--- src/hw/rtl/dvrt_pkg.sv ---
// Shared types, widths and status codes of the route table
package dvrt_pkg;

    localparam int NET_W        = 16;
    localparam int ID_W         = 5;
    localparam int DIST_W       = 5;
    localparam int COST_W       = 4;
    localparam int MASK_W       = 32;
    localparam int STATUS_W     = 3;
    localparam int CFG_IDX_W    = 1;
    localparam int CFG_DATA_W   = 32;

    localparam int TABLE_ENTRIES_DEF = 24;
    localparam int ROUTER_IDS        = 32;

    localparam logic [DIST_W-1:0] UNREACHABLE = DIST_W'(16);
    localparam logic [COST_W-1:0] COST_RST    = COST_W'(1);

    localparam logic [CFG_IDX_W-1:0] REG_NEIGHBOR_MASK = 1'b0;
    localparam logic [CFG_IDX_W-1:0] REG_LINK_COST     = 1'b1;

    localparam logic [STATUS_W-1:0] ST_UPDATED      = 3'd0;
    localparam logic [STATUS_W-1:0] ST_INSERTED     = 3'd1;
    localparam logic [STATUS_W-1:0] ST_NOT_NEIGHBOR = 3'd2;
    localparam logic [STATUS_W-1:0] ST_FULL         = 3'd3;
    localparam logic [STATUS_W-1:0] ST_FOUND        = 3'd4;
    localparam logic [STATUS_W-1:0] ST_NOT_FOUND    = 3'd5;

    localparam logic MODE_UPDATE = 1'b0;
    localparam logic MODE_QUERY  = 1'b1;

    typedef struct packed {
        logic [NET_W-1:0]  net;
        logic [ID_W-1:0]   hop;
        logic [DIST_W-1:0] metric;
    } t_entry;

endpackage

--- src/hw/rtl/dvrt_ram.sv ---
// Generic single-write, single-read RAM with registered read data
module dvrt_ram #(
    parameter int WIDTH = 8,
    parameter int DEPTH = 16,
    parameter int AW    = (DEPTH > 1) ? $clog2(DEPTH) : 1
) (
    input  logic             i_clk,
    input  logic             i_we,
    input  logic [AW-1:0]    i_waddr,
    input  logic [WIDTH-1:0] i_wdata,
    input  logic             i_re,
    input  logic [AW-1:0]    i_raddr,
    output logic [WIDTH-1:0] o_rdata
);

    logic [WIDTH-1:0] r_mem [DEPTH];
    logic [WIDTH-1:0] r_rdata;

    always_ff @(posedge i_clk) begin
        if (i_we) begin
            r_mem[i_waddr] <= i_wdata;
        end
        if (i_re) begin
            r_rdata <= r_mem[i_raddr];
        end
    end

    assign o_rdata = r_rdata;

endmodule

--- src/hw/rtl/distance_vector_route_table_core.sv ---
// Route table core: holds the routes, takes updates and answers best-route queries
// One item at a time. After start is taken, busy stays high while a single
// comparator walks the table one entry per cycle through the table RAM's
// read port. The steps are the first read, one compare per entry, and a
// finish step that writes back and registers the result; o_strobe rises with
// the result on o_status/o_next_hop at the same edge as busy drops. An update
// from a non-neighbour or for network zero, and a query for network zero,
// skip the walk and go straight to the finish step. The result cannot be held
// off, so a user must sample it in its strobe cycle. The table is empty
// straight after reset (per-entry valid bits); the user must write neighbour
// mask and link cost via i_cfg_* only while the block is idle, and the block
// itself does not enforce it.
module distance_vector_route_table_core #(
    parameter int TABLE_ENTRIES = dvrt_pkg::TABLE_ENTRIES_DEF
) (
    input  logic                              i_clk,
    input  logic                              i_rst_n,
    input  logic                              start,
    output logic                              busy,
    input  logic                              i_mode,
    input  logic [dvrt_pkg::ID_W-1:0]         i_sender_id,
    input  logic [dvrt_pkg::NET_W-1:0]        i_dest_network,
    input  logic [dvrt_pkg::DIST_W-1:0]       i_advertised_distance,
    output logic                              o_strobe,
    output logic [dvrt_pkg::STATUS_W-1:0]     o_status,
    output logic [dvrt_pkg::ID_W-1:0]         o_next_hop,
    input  logic                              i_cfg_we,
    input  logic [dvrt_pkg::CFG_IDX_W-1:0]    i_cfg_idx,
    input  logic [dvrt_pkg::CFG_DATA_W-1:0]   i_cfg_data
);

    import dvrt_pkg::*;

    localparam int IW = (TABLE_ENTRIES > 1) ? $clog2(TABLE_ENTRIES) : 1;
    localparam logic [IW-1:0] LAST_IDX = IW'(TABLE_ENTRIES - 1);

    localparam logic [1:0] S_IDLE = 2'd0;
    localparam logic [1:0] S_SCAN = 2'd1;
    localparam logic [1:0] S_FIN  = 2'd2;

    logic [1:0]              r_state;
    logic [MASK_W-1:0]       r_mask;
    logic [COST_W-1:0]       r_cost;
    logic [TABLE_ENTRIES-1:0] r_valid;

    logic                    r_mode;
    logic [ID_W-1:0]         r_sender;
    logic [NET_W-1:0]        r_net;
    logic [DIST_W-1:0]       r_sum;
    logic                    r_nbr;

    logic [IW-1:0]           r_addr;
    logic                    r_issue_done;
    logic                    r_cmp_vld;
    logic [IW-1:0]           r_cmp_idx;

    logic                    r_hit;
    logic [IW-1:0]           r_hit_idx;
    logic [DIST_W-1:0]       r_best;
    logic [ID_W-1:0]         r_best_hop;
    logic                    r_free;
    logic [IW-1:0]           r_free_idx;

    logic                    r_strobe;
    logic [STATUS_W-1:0]     r_status;
    logic [ID_W-1:0]         r_hop;

    logic                    accept;
    logic                    nbr;
    logic [DIST_W:0]         sum_raw;
    logic [DIST_W-1:0]       sum_cap;
    logic                    rd_en;
    logic [$bits(t_entry)-1:0] ram_q;
    t_entry                  rd_entry;
    logic                    match;
    logic                    wr_en;
    logic [IW-1:0]           wr_idx;
    t_entry                  wr_entry;
    logic [STATUS_W-1:0]     fin_status;
    logic [ID_W-1:0]         fin_hop;

    assign accept = start && !busy;
    assign busy   = (r_state != S_IDLE);

    assign nbr = ({{(32-ID_W){1'b0}}, i_sender_id} < 32'(ROUTER_IDS)) && r_mask[i_sender_id];

    assign sum_raw = {1'b0, i_advertised_distance} + {{(DIST_W+1-COST_W){1'b0}}, r_cost};
    assign sum_cap = (sum_raw > {1'b0, UNREACHABLE}) ? UNREACHABLE : sum_raw[DIST_W-1:0];

    assign rd_en    = (r_state == S_SCAN) && !r_issue_done;
    assign rd_entry = r_valid[r_cmp_idx] ? t_entry'(ram_q) : '0;
    assign match    = (rd_entry.net == r_net);

    always_comb begin
        wr_en      = 1'b0;
        wr_idx     = r_hit_idx;
        fin_hop    = '0;
        fin_status = ST_FULL;
        if (r_mode == MODE_UPDATE) begin
            if (!r_nbr) begin
                fin_status = ST_NOT_NEIGHBOR;
            end else if (r_net == '0) begin
                fin_status = ST_FULL;
            end else if (r_hit) begin
                fin_status = ST_UPDATED;
                wr_en      = (r_state == S_FIN);
            end else if (r_free) begin
                fin_status = ST_INSERTED;
                wr_idx     = r_free_idx;
                wr_en      = (r_state == S_FIN);
            end
        end else begin
            if (r_hit) begin
                fin_status = ST_FOUND;
                fin_hop    = r_best_hop;
            end else begin
                fin_status = ST_NOT_FOUND;
            end
        end
    end

    assign wr_entry.net    = r_net;
    assign wr_entry.hop    = r_sender;
    assign wr_entry.metric = r_sum;

    dvrt_ram #(
        .WIDTH ($bits(t_entry)),
        .DEPTH (TABLE_ENTRIES),
        .AW    (IW)
    ) u_ram (
        .i_clk   (i_clk),
        .i_we    (wr_en),
        .i_waddr (wr_idx),
        .i_wdata (wr_entry),
        .i_re    (rd_en),
        .i_raddr (r_addr),
        .o_rdata (ram_q)
    );

    always_ff @(posedge i_clk) begin
        if (!i_rst_n) begin
            r_state      <= S_IDLE;
            r_mask       <= '0;
            r_cost       <= COST_RST;
            r_valid      <= '0;
            r_strobe     <= 1'b0;
            r_issue_done <= 1'b0;
            r_cmp_vld    <= 1'b0;
            r_hit        <= 1'b0;
            r_free       <= 1'b0;
        end else begin
            r_strobe <= 1'b0;
            if (i_cfg_we) begin
                unique case (i_cfg_idx)
                    REG_NEIGHBOR_MASK: r_mask <= i_cfg_data;
                    REG_LINK_COST:     r_cost <= i_cfg_data[COST_W-1:0];
                    default: ;
                endcase
            end
            unique case (r_state)
                S_IDLE: begin
                    if (accept) begin
                        r_mode       <= i_mode;
                        r_sender     <= i_sender_id;
                        r_net        <= i_dest_network;
                        r_sum        <= sum_cap;
                        r_nbr        <= nbr;
                        r_addr       <= '0;
                        r_issue_done <= 1'b0;
                        r_cmp_vld    <= 1'b0;
                        r_hit        <= 1'b0;
                        r_free       <= 1'b0;
                        if ((i_dest_network == '0) || ((i_mode == MODE_UPDATE) && !nbr)) begin
                            r_state <= S_FIN;
                        end else begin
                            r_state <= S_SCAN;
                        end
                    end
                end
                S_SCAN: begin
                    r_cmp_vld <= rd_en;
                    if (rd_en) begin
                        r_cmp_idx <= r_addr;
                        if (r_addr == LAST_IDX) begin
                            r_issue_done <= 1'b1;
                        end else begin
                            r_addr <= r_addr + 1'b1;
                        end
                    end
                    if (r_cmp_vld) begin
                        if (r_mode == MODE_UPDATE) begin
                            if (match && !r_hit) begin
                                r_hit     <= 1'b1;
                                r_hit_idx <= r_cmp_idx;
                            end
                            if ((rd_entry.net == '0) && !r_free) begin
                                r_free     <= 1'b1;
                                r_free_idx <= r_cmp_idx;
                            end
                        end else if (match && (!r_hit || (rd_entry.metric < r_best))) begin
                            r_hit      <= 1'b1;
                            r_best     <= rd_entry.metric;
                            r_best_hop <= rd_entry.hop;
                        end
                        if (r_cmp_idx == LAST_IDX) begin
                            r_state <= S_FIN;
                        end
                    end
                end
                S_FIN: begin
                    r_strobe <= 1'b1;
                    r_status <= fin_status;
                    r_hop    <= fin_hop;
                    if (wr_en) begin
                        r_valid[wr_idx] <= 1'b1;
                    end
                    r_state <= S_IDLE;
                end
                default: r_state <= S_IDLE;
            endcase
        end
    end

    assign o_strobe   = r_strobe;
    assign o_status   = r_status;
    assign o_next_hop = r_hop;

endmodule

--- config.mk ---
export PLATFORM = sky130hd
export DESIGN_NAME = distance_vector_route_table_core
export DESIGN_NICKNAME = d
export VERILOG_FILES = /design/src/hw/rtl/dvrt_pkg.sv /design/src/hw/rtl/dvrt_ram.sv /design/src/hw/rtl/distance_vector_route_table_core.sv
export SDC_FILE = /design/constraint.sdc
export NUM_CORES = 1
export LEC_CHECK = 0
export ABC_AREA = 0
export BUFFER_PORTS_ARGS = -buffer_cell sky130_fd_sc_hd__buf_2
export CAP_MARGIN = 30
export CORE_MARGIN = 2
export CORE_UTILIZATION = 41
export CTS_CLUSTER_DIAMETER = 80
export DETAILED_ROUTE_END_ITERATION = 7
export PLACE_DENSITY = 0.66
export SLEW_MARGIN = 5
export SYNTH_ARGS = -nofsm -noshare
export SYNTH_HDL_FRONTEND = slang
export SYNTH_SLANG_ARGS = --single-unit
--- constraint.sdc ---
create_clock -name i_clk -period 7.8 [get_ports i_clk]
set_input_delay 0.39 -clock i_clk [delete_from_list [all_inputs] [get_ports i_clk]]
set_output_delay 0.39 -clock i_clk [all_outputs]
set_load 0.005 [all_outputs]
==> impl_summary.md <==
Status
The flow ran to the end, and the final reports show no timing, DRC or antenna violations.

Placement
Detailed placement ended at an HPWL of 39.0 mm. Once placement finished, the instance area stood at 32600 µm². The last weighted congestion value of the routability-driven placer is 0.791.

Input and output buffers added on the ports amount to 73.

Yosys
The count of flip-flops with a built-in enable after synthesis is 716. Counting flops with an async set or reset pin after synthesis yields a share of 0. The count of cell types in the netlist is 54. The yosys synthesis warning count is 0.

Averaged over all synthesized cells, the footprint is 19.9 µm². For this run, the register share of the synthesized area comes to 0.751. After technology mapping, the gate count stands at 1526. The synthesized flop and latch total is 783. The number of nets handed over by synthesis was 1600. The combined area of all synthesized cells is 30400 µm².

For this run, the leading register cell type out of synthesis is edfxtp_1.

Floorplan
After floorplanning, the core was sized to cover 73200 µm². The die outline area is 76400 µm². During I/O placement, the number of pins put on the boundary was 74. The initialized floorplan defines 99 standard-cell rows. The overall die width is 276 µm. From bottom edge to top edge, the die measures 276 µm.

The starting density of the core is 0.416.

Clocking
The clock passes through at most 3 buffers. The CTS buffer count is 79. After clock tree synthesis, the repair step resized 0 gates. The insertion delay of the later-clocked pin in the worst-skew pair is 0.61 ns. The H-tree generated during clock tree synthesis spans 3 levels. The cell at the root of the clock tree is clkbuf_16. The clock transition time at the flip-flop clock pins of the worst setup and hold paths is 0.06 ns. TritonCTS built the clock tree. The clock sink count is 783. In this run the post-CTS setup repair buffer count came out at 0. The quantity of hold-fixing buffers added after cts is 17.

Timing
Setup violations remaining at the end of the flow were counted as 0. The count of final hold-check violations is 0. The worst slew slack as a fraction of its limit is 0.318. Derived from the worst setup path, the maximum achievable clock frequency is 230 MHz. The setup TNS is 0 ns. At the pin with the least slew margin, the transition time is 1.02 ns.

Setup repair after global routing left no endpoint under its margin. The clock period minus worst slack is 4.35 ns. The count of pins over their slew limit was 0. Clock skew on the completed layout was measured at 0.0239 ns. The share of the clock period used by the worst path after layout is 0.558.

Hold path
The depth of the worst hold-timing path is 1. The path class of the lowest-slack min-delay path is input port to flop. The worst hold path begins at i_dest_network[7].

The worst hold path terminates at r_net[7].

Final layout
Fill cells in the final layout number 5780. The multi-input combinational cell area is 7400 µm². The register cell area after layout is 22800 µm². The share of layout cells above drive strength 1 is 0.266.

The net count of the finished layout is 1745. From synthesis to final layout, the design area changed by 17.1%. The library cells used most frequently in the layout, excluding fill and tap cells, are 716 x edfxtp_1, 192 x mux4_2, 83 x clkbuf_16.

With fillers left out, the area of the finished cells amounts to 35600 µm². The most common library cell in the layout ignoring fill and taps is edfxtp_1.

Setup path
The critical path starts at r_cmp_idx[0]. The worst setup path is launched from a flop. In this run the register-to-register setup slack is 3.45 ns. The capturing point of the worst reg2reg path is r_best_hop[0]. By startpoint and endpoint, the worst setup path is classified as flop to flop.

The kind of end point of the critical path is a flop. The worst path required time is 8.06 ns. The top fanout value on the critical path is 24. The number of cell instances on the worst register-to-register path is 10. The critical path arrival is 4.61 ns. The worst register-to-register path begins at r_cmp_idx[0].

Drt
Before antenna repair, the detailed router went through 7 iterations. In the final routed layout, each cell accounts on average for 24.2 µm. In this run, the number of DRC markers left after iteration 0 of detailed routing was 1434. The number of vias per cell is 5.55. For this run, design rule violations remaining after detail routing come to 0. The wire length reported by the detailed router is 65.1 mm.

The remaining antenna violation count after routing is 0. The routed via count is 14.9k.

Global routing
The remaining global-route overflow is 0. The number of antenna violations at the first check in global routing is 1. The overall global routing resource usage is 0.171. The via count of the first global-routing pass is 15.5k. The global-route wire length before repair is 97.6 mm. The pin count of the biggest net entering global routing is 106.

Job
Across the run, the number of max-cap violations was 0.

Power
The power density over the cells is 251 nW/µm². For this design the static power due to leakage is 11.4 nW. The maximum vdd drop is 0.000159 V.
-- layer usage --
layer	up-vias	wire length, µm	global-route usage
li1	6533	-	-
met1	7833	26200	0.224
met2	459	33500	0.292
met3	109	3520	0.0256
met4	0	1860	0.0584
met5	-	0	0
-- synthesized netlist by cell type, types with 2 or more instances --
| cell type | number | area [µm²] |
|---|---|---|
| nor3_1 | 2 | 10.0 |
| a21boi_0 | 36 | 270 |
| nand3b_1 | 2 | 15.0 |
| nor4bb_1 | 9 | 90.1 |
| o22ai_1 | 2 | 12.5 |
| and3_1 | 8 | 50.1 |
| edfxtp_1 | 716 | 21500 |
| xnor2_1 | 9 | 78.8 |
| buf_6 | 3 | 33.8 |
| inv_1 | 12 | 45.0 |
| buf_1 | 4 | 15.0 |
| mux4_2 | 192 | 4320 |
| ha_1 | 9 | 113 |
| a21oi_1 | 35 | 175 |
| nand2_1 | 77 | 289 |
| and2_1 | 3 | 18.8 |
| o21a_1 | 34 | 255 |
| buf_2 | 16 | 80.1 |
| clkbuf_1 | 50 | 188 |
| nor2b_1 | 17 | 106 |
| or2_2 | 2 | 12.5 |
| nor2_1 | 89 | 334 |
| a31oi_1 | 13 | 81.3 |
| a2bb2oi_1 | 2 | 17.5 |
| a21o_1 | 2 | 15.0 |
| buf_4 | 2 | 15.0 |
| xor2_1 | 4 | 35.0 |
| nor3b_1 | 5 | 37.5 |
| o32ai_1 | 3 | 26.3 |
| nor4_1 | 10 | 62.6 |
| o21ai_0 | 6 | 30.0 |
| nand3_1 | 15 | 75.1 |
| nand4_1 | 6 | 37.5 |
| dfxtp_1 | 67 | 1340 |
| mux2i_1 | 37 | 370 |
| mux2_2 | 3 | 33.8 |
| nand2b_1 | 7 | 43.8 |
-- critical path, stage by stage (launching register included) --
cell and delay [ns]:
edfxtp_1 0.77, mux4_1 0.65, o2111ai_2 0.25, and3_1 0.82, nor2b_1 0.18, ha_1 0.35, a21o_1 0.19, a21oi_1 0.14
nor2b_1 0.06, o31ai_1 0.17, and3_1 0.44
-- how the worst max path moves through the flow --
stage	to	slack [ns]	cells after the start
3_3_place_gp	r_best_hop[0]	3.59	10
3_5_place_dp	r_best_hop[3]	3.48	10
5_1_grt	r_best[0]	3.17	10
4_1_cts	r_best_hop[0]	3.45	10
2_1_floorplan	u_ram.r_mem[19][0]	4.13	7
6_report	r_best_hop[0]	3.45	10
-- final cells by class --
class                   instances  area share
inverters                      12     0.00126
clock inverters                38      0.0113
clock buffers                 104      0.0608
diodes                          1   0.0000703
repair buffers                139      0.0436
flip-flops and latches        783       0.641
well taps                     959      0.0337
multi-input cells             656       0.208
-- power by group --
group | internal, mW | leakage, nW | switching [mW]
clock | 2.22 | 1.26 | 1.52
combinational | 0.242 | 3.12 | 0.270
sequential | 4.62 | 7.00 | 0.0615
-- flip-flops by register name, indices dropped and copies added (netlist names), 2 cells and up --
register       cells
r_valid           24
r_sum              5
r_cost             4
r_state            2
u_ram.r_mem      624
u_ram.o_rdata     26
r_best_hop         5
r_net             16
r_hit_idx          5
r_free_idx         5
r_cmp_idx          5
r_addr             5
r_sender           5
r_mask            32
r_best             5
o_status           3
o_next_hop         5
-- stage by stage --
stage / power [mW] / utilization / setup slack, ns / std cells / hold WS (ns)
2_1_floorplan: 5.09 / - / 4.13 / 1526 / 0.424
3_3_place_gp: 5.25 / 0.437 / 3.59 / 2498 / 0.445
3_5_place_dp: 5.27 / 0.445 / 3.48 / 2521 / 0.453
4_1_cts: 9.00 / 0.482 / 3.45 / 2680 / 0.00775
5_1_grt: 9.21 / 0.486 / 3.17 / 2692 / 0.000504
6_report: 8.94 / 0.486 / 3.45 / 2692 / 0.0317
-- logic make-up (layout without fill, tap and decap cells) --
family,Yosys count,in the layout,synth area share
flip-flops,783,783,0.751
AND/OR/NAND/NOR,258,258,0.0407
multiplexers,233,233,0.156
AO/OA/AOI/OAI,142,142,0.0317
buffers and inverters,87,293,0.0124
XOR/XNOR,13,13,0.00374
adder cells (fa/ha/maj),10,10,0.00436
other,0,1,0
(Power assumes the default switching activity.)
